<file path="src/sv/met_pkg.sv">
// Shared types, constants and microcode table for the escape-time block.
`timescale 1ns / 1ps

package met_pkg;

  localparam int IDX_W   = 12;
  localparam int CNT_W   = 16;
  localparam int RAD_W   = 3;
  localparam int ORG_W   = 32;
  localparam int STEP_W  = 31;
  localparam int Z_W     = 64;
  localparam int CFG_W   = 32;
  localparam int UPC_W   = 5;

  typedef logic [2:0]       reg_idx_t;
  typedef logic [UPC_W-1:0] upc_t;
  typedef logic [2:0]       arg_t;

  localparam reg_idx_t REG_X_ORIGIN  = 3'd0;
  localparam reg_idx_t REG_Y_ORIGIN  = 3'd1;
  localparam reg_idx_t REG_X_STEP    = 3'd2;
  localparam reg_idx_t REG_Y_STEP    = 3'd3;
  localparam reg_idx_t REG_ITER_LIM  = 3'd4;
  localparam reg_idx_t REG_ESC_RAD   = 3'd5;

  localparam logic signed [ORG_W-1:0] RST_X_ORIGIN = -32'sd536870912;
  localparam logic signed [ORG_W-1:0] RST_Y_ORIGIN = -32'sd332859965;
  localparam logic [STEP_W-1:0]       RST_X_STEP   = 31'd612032;
  localparam logic [STEP_W-1:0]       RST_Y_STEP   = 31'd665720;
  localparam logic [CNT_W-1:0]        RST_ITER_LIM = 16'd100;
  localparam logic [RAD_W-1:0]        RST_ESC_RAD  = 3'd2;

  localparam logic [Z_W-1:0] Z_MAX = 64'h7FFF_FFFF_FFFF_FFFF;
  localparam logic [Z_W-1:0] Z_MIN = 64'h8000_0000_0000_0000;

  typedef struct packed {
    logic signed [ORG_W-1:0] x_origin;
    logic signed [ORG_W-1:0] y_origin;
    logic [STEP_W-1:0]       x_step;
    logic [STEP_W-1:0]       y_step;
    logic [CNT_W-1:0]        iter_limit;
    logic [RAD_W-1:0]        esc_radius;
  } cfg_t;

  typedef enum logic [3:0] {
    OP_NOP  = 4'd0,
    OP_LOAD = 4'd1,
    OP_MUL  = 4'd2,
    OP_FIN  = 4'd3,
    OP_AXIS = 4'd4,
    OP_TEST = 4'd5,
    OP_DIFF = 4'd6,
    OP_UPD  = 4'd7,
    OP_OUT  = 4'd8
  } op_e;

  typedef enum logic [1:0] {
    JC_NEXT     = 2'd0,
    JC_ALWAYS   = 2'd1,
    JC_FINISH   = 2'd2,
    JC_WAIT_OUT = 2'd3
  } jc_e;

  // operand pairs for OP_LOAD
  localparam arg_t LD_XCOL = 3'd0;
  localparam arg_t LD_YROW = 3'd1;
  localparam arg_t LD_XX   = 3'd2;
  localparam arg_t LD_YY   = 3'd3;
  localparam arg_t LD_XY   = 3'd4;
  // partial products for OP_MUL: bit 1 = high half of a, bit 0 = high half of b
  localparam arg_t PP_LL   = 3'd0;
  localparam arg_t PP_LH   = 3'd1;
  localparam arg_t PP_HL   = 3'd2;
  localparam arg_t PP_HH   = 3'd3;
  // destinations for OP_FIN
  localparam arg_t FD_XX   = 3'd0;
  localparam arg_t FD_YY   = 3'd1;
  localparam arg_t FD_XY   = 3'd2;
  // axis for OP_AXIS
  localparam arg_t AX_X    = 3'd0;
  localparam arg_t AX_Y    = 3'd1;
  localparam arg_t ARG_NONE = 3'd0;

  localparam upc_t UPC_LOOP = 5'd6;
  localparam upc_t UPC_DONE = 5'd27;

  typedef struct packed {
    op_e  op;
    arg_t arg;
  } ctrl_t;

  typedef struct packed {
    logic finish;
    logic out_free;
  } stat_t;

  typedef struct packed {
    op_e  op;
    arg_t arg;
    jc_e  jc;
    upc_t target;
  } uword_t;

  function automatic uword_t ucode(upc_t a);
    uword_t w;
    unique case (a)
      5'd0:  w = '{OP_LOAD, LD_XCOL,  JC_NEXT,     '0};
      5'd1:  w = '{OP_MUL,  PP_LL,    JC_NEXT,     '0};
      5'd2:  w = '{OP_AXIS, AX_X,     JC_NEXT,     '0};
      5'd3:  w = '{OP_LOAD, LD_YROW,  JC_NEXT,     '0};
      5'd4:  w = '{OP_MUL,  PP_LL,    JC_NEXT,     '0};
      5'd5:  w = '{OP_AXIS, AX_Y,     JC_NEXT,     '0};
      5'd6:  w = '{OP_LOAD, LD_XX,    JC_NEXT,     '0};
      5'd7:  w = '{OP_MUL,  PP_LL,    JC_NEXT,     '0};
      5'd8:  w = '{OP_MUL,  PP_LH,    JC_NEXT,     '0};
      5'd9:  w = '{OP_MUL,  PP_HL,    JC_NEXT,     '0};
      5'd10: w = '{OP_MUL,  PP_HH,    JC_NEXT,     '0};
      5'd11: w = '{OP_FIN,  FD_XX,    JC_NEXT,     '0};
      5'd12: w = '{OP_LOAD, LD_YY,    JC_NEXT,     '0};
      5'd13: w = '{OP_MUL,  PP_LL,    JC_NEXT,     '0};
      5'd14: w = '{OP_MUL,  PP_LH,    JC_NEXT,     '0};
      5'd15: w = '{OP_MUL,  PP_HL,    JC_NEXT,     '0};
      5'd16: w = '{OP_MUL,  PP_HH,    JC_NEXT,     '0};
      5'd17: w = '{OP_FIN,  FD_YY,    JC_NEXT,     '0};
      5'd18: w = '{OP_TEST, ARG_NONE, JC_FINISH,   UPC_DONE};
      5'd19: w = '{OP_LOAD, LD_XY,    JC_NEXT,     '0};
      5'd20: w = '{OP_MUL,  PP_LL,    JC_NEXT,     '0};
      5'd21: w = '{OP_MUL,  PP_LH,    JC_NEXT,     '0};
      5'd22: w = '{OP_MUL,  PP_HL,    JC_NEXT,     '0};
      5'd23: w = '{OP_MUL,  PP_HH,    JC_NEXT,     '0};
      5'd24: w = '{OP_FIN,  FD_XY,    JC_NEXT,     '0};
      5'd25: w = '{OP_DIFF, ARG_NONE, JC_NEXT,     '0};
      5'd26: w = '{OP_UPD,  ARG_NONE, JC_ALWAYS,   UPC_LOOP};
      5'd27: w = '{OP_OUT,  ARG_NONE, JC_WAIT_OUT, '0};
      default: w = '{OP_NOP, ARG_NONE, JC_WAIT_OUT, '0};
    endcase
    return w;
  endfunction

endpackage

</file>
<file path="src/sv/met_sequencer.sv">
// Microcode sequencer: step counter, control ROM and conditional jumps.
`timescale 1ns / 1ps

module met_sequencer (
  input  logic           clk_i,
  input  logic           rst_ni,
  input  logic           start_i,
  input  met_pkg::stat_t stat_i,
  output met_pkg::ctrl_t ctrl_o,
  output logic           busy_o
);

  logic            busy_q, busy_d;
  met_pkg::upc_t   upc_q, upc_d;
  met_pkg::uword_t uw;

  assign uw = met_pkg::ucode(upc_q);

  always_comb begin
    busy_d = busy_q;
    upc_d  = upc_q;
    if (start_i) begin
      busy_d = 1'b1;
      upc_d  = '0;
    end else if (busy_q) begin
      unique case (uw.jc)
        met_pkg::JC_NEXT:     upc_d = upc_q + 1'b1;
        met_pkg::JC_ALWAYS:   upc_d = uw.target;
        met_pkg::JC_FINISH:   upc_d = stat_i.finish ? uw.target : upc_q + 1'b1;
        met_pkg::JC_WAIT_OUT: begin
          if (stat_i.out_free) busy_d = 1'b0;
        end
        default: upc_d = upc_q;
      endcase
    end
  end

  always_ff @(posedge clk_i or negedge rst_ni) begin
    if (!rst_ni) begin
      busy_q <= 1'b0;
      upc_q  <= '0;
    end else begin
      busy_q <= busy_d;
      upc_q  <= upc_d;
    end
  end

  assign ctrl_o.op  = busy_q ? uw.op : met_pkg::OP_NOP;
  assign ctrl_o.arg = uw.arg;
  assign busy_o     = busy_q;

endmodule

</file>
<file path="config.mk">
export PLATFORM = sky130hd
export DESIGN_NAME = met_sequencer
export DESIGN_NICKNAME = d
export VERILOG_FILES = /design/src/sv/met_pkg.sv /design/src/sv/met_sequencer.sv
export SDC_FILE = /design/constraint.sdc
export NUM_CORES = 1
export LEC_CHECK = 0
export BUFFER_PORTS_ARGS = -buffer_cell sky130_fd_sc_hd__buf_2
export CORE_ASPECT_RATIO = 0.9
export CORE_MARGIN = 10
export CORE_UTILIZATION = 45
export DETAILED_ROUTE_END_ITERATION = 10
export PLACE_DENSITY = 0.65
export REMOVE_ABC_BUFFERS = 1
export SLEW_MARGIN = 25
export SYNTH_ARGS = -nofsm -noshare
export SYNTH_HDL_FRONTEND = slang
export SYNTH_SLANG_ARGS = --single-unit
</file>
<file path="constraint.sdc">
create_clock -name clk_i -period 3.5 [get_ports clk_i]
set_input_delay 0.7 -clock clk_i [delete_from_list [all_inputs] [get_ports clk_i]]
set_output_delay 0.7 -clock clk_i [all_outputs]
set_load 0.01 [all_outputs]
</file>
==> impl_metrics.yaml <==
clocking:
  ctsRootBufferMaster: "clkbuf_4"
  hold_buffers: 0
  numClockSinks: 6
  tritoncts: "done"
  clock_latency_ns: 0.25
  clkTransAtPathRegs_ns: 0.04
  post_cts_buffers: 0
  clk_path_buf_depth: 2
  htree_levels: 1
  ctsResizeCount: 0
  cts_buffers: 3
routing:
  drc: 0
  initialDrtViolationCount: 24
  routed_wl_um: 1840
  ant_nets: 0
  vias: 766
  wl_met1_um: 933
  met2RoutedLength_um: 834
  top_layer_used: "met4"
  vias_per_cell: 5.72
  dr_wl_met3_um: 61
  wl_per_cell_um: 13.7
  dr.pass1.iters: 4
floorplanning:
  die-area_sq_um: 3880
  io_pins: 13
  initial_core_util_pct: 47.8
  die-width_um: 64.5
  core_area_sq_um: 1680
  die_y_um: 60.1
  rows: 14
grt:
  antenna_found_initial: 0
  first_global_vias: 687
  grt_usage_pct: 10.2
  grt_start_max_net_pins: 19
  grt_pass1_wl_um: 3230
  grt_overflow: 0
power:
  vdd_drop_max_uv: 118
  power_density_nw_per_um2: 234
  p_leak_nw: 0.408
timing:
  period_needed_ns: 2.74
  tightest_slew_ns: 0.562
  max_freq_mhz: 365
  post-route-period-util_pct: 78.3
  hold_viol: 0
  setup-tns-final_ns: 0
  finalClockSkew_ns: 0.00489
  setup_viol: 0
  grt_setup_unrepaired: "no"
  slew_viol_final: 0
  slew_headroom_pct: 62.5
yosys:
  synth_edf_count: 0
  yosysUniqueCellTypes: 39
  yosysTopAreaCell: "dfrtp_1"
  syn_area_per_cell_sq_um: 7.95
  ys_seq_elements: 6
  synth_top_area_share_pct: 18.7
  yosys_warnings: 0
  synth_cells: 101
  synthArstFlopShare_pct: 100
  ys.flop_type: "dfrtp_1"
  synthTopCellsByArea: "dfrtp_1, ha_1, o21ai_0"
  ys_seq_area_share_pct: 18.7
  syn_area_sq_um: 803
setup_path:
  required_ns: 3.63
  rrSetupSlack_ns: 0.76
  reg2reg_to: "upc_q[4]"
  critPathLaunchType: "register"
  rr_startpoint: "upc_q[0]"
  startpoint: "upc_q[0]"
  crit_path_end: "upc_q[4]"
  r2r_cells: 11
  end_kind: "register"
  crit_arrival_ns: 2.87
  worstSetupPathType: "reg2reg"
  path_max_fanout: 9
worst_hold_path:
  hold_path.class: "in2async"
placed_design:
  placed_area_sq_um: 862
  gp_congestion: 0.813
  dp_hpwl_um: 1460
  place_inst: 131
  port_buffers: 12
finish:
  nets: 129
  final_area_sq_um: 885
  areaGrowthSynthToFinish_pct: 10.1
  diodes: 0
  instances_no_fill: 134
  drive_gt1_share_pct: 16.4
  nFillCells: 179
job:
  drv_cap: 0
status:
  outcome: "finished, final reports clean"
-- worst min-delay path by stage --
stage	start	end	slack, ns	cells after the start
after floorplan	rst_ni	busy_o	0.40	0
after global placement	rst_ni	upc_q[3]	0.53	1
after detailed placement	rst_ni	upc_q[3]	0.53	1
after CTS	rst_ni	upc_q[1]	0.27	1
after global routing	rst_ni	upc_q[1]	0.27	1
final	rst_ni	upc_q[1]	0.26	1
-- synthesized netlist by cell type (2+ instances only) --
library cell  instances
o21ai_0               8
o31ai_1               3
ha_1                 12
a21o_1                4
or2_2                 2
a211oi_1              2
inv_1                 8
dfrtp_1               6
nand3_1               2
clkbuf_1              4
nor3_1                2
nor2b_1               2
a21oi_1               7
nor2_1                6
nand2_1               9
-- where the power goes --
| part | switching (mW) | total [mW] | internal, mW |
|---|---|---|---|
| Combinational | 0.0338 | 0.0629 | 0.0292 |
| Clock | 0.0239 | 0.0626 | 0.0387 |
| Sequential | 0.00921 | 0.0817 | 0.0725 |
| Total | 0.0669 | 0.207 | 0.140 |
-- cells by family (layout without fill, tap and decap cells) --
logic type | Yosys count | in the layout | share of synthesized area (%)
AO/OA/AOI/OAI | 37 | 37 | 31.0
AND/OR/NAND/NOR | 30 | 30 | 19.9
multiplexers | 1 | 1 | 3.27
adder cells (fa/ha/maj) | 12 | 12 | 18.7
flip-flops | 6 | 6 | 18.7
buffers and inverters | 15 | 24 | 8.41
-- through the flow --
| stage | setup slack [ns] | util (%) | hold WS, ns | power [mW] |
|---|---|---|---|---|
| floorplan | 1.07 | - | 0.404 | 0.124 |
| global placement | 0.833 | 51.3 | 0.528 | 0.146 |
| detailed placement | 0.775 | 51.3 | 0.527 | 0.145 |
| CTS | 0.766 | 52.6 | 0.269 | 0.208 |
| global route | 0.505 | 52.6 | 0.273 | 0.220 |
| finish | 0.760 | 52.6 | 0.265 | 0.207 |
-- layer usage --
metal  global-route usage (%)  up-vias
met4                     4.57        0
li1                         -      388
met2                     15.0        9
met1                     13.7      367
met3                     2.43        2
met5                        0        -
-- cell type report --
| class | instances | area (sq um) | share of cell area [%] |
|---|---|---|---|
| multi-input combinational | 80 | 586 | 66.2 |
| sequential | 6 | 150 | 17.0 |
| timing repair buffer | 12 | 60.1 | 6.79 |
| inverter | 9 | 36.3 | 4.10 |
| tap | 24 | 30.0 | 3.39 |
| clock buffer | 3 | 22.5 | 2.55 |
-- state kept, by name (all words and copies together) (netlist names) --
signal / flops
upc_q: 5
busy_o: 1
-- layout by cell type, fill, tap and decap left out, types with 2 or more instances in the layout --
cell      synthesis  layout
a211oi_1          2       2
a21o_1            4       4
a21oi_1           7       7
buf_2             1      12
clkbuf_4          0       3
dfrtp_1           6       6
ha_1             12      12
inv_1             8       8
nand2_1           9       9
nand3_1           2       2
nor2_1            6       6
nor2b_1           2       2
nor3_1            2       2
o21ai_0           8       8
o31ai_1           3       3
or2_2             2       2
-- worst max-delay path, stage by stage, from the launching register on --
cell and delay [ns]:
dfrtp_1 0.47, ha_1 0.27, inv_1 0.12, ha_1 0.15, nor2_1 0.03, o21ai_0 0.32
inv_1 0.14, ha_1 0.22, or2_2 0.27, a221oi_1 0.35, a311oi_1 0.10, a21o_1 0.17
No activity file was read; power rests on OpenSTA's default activity.
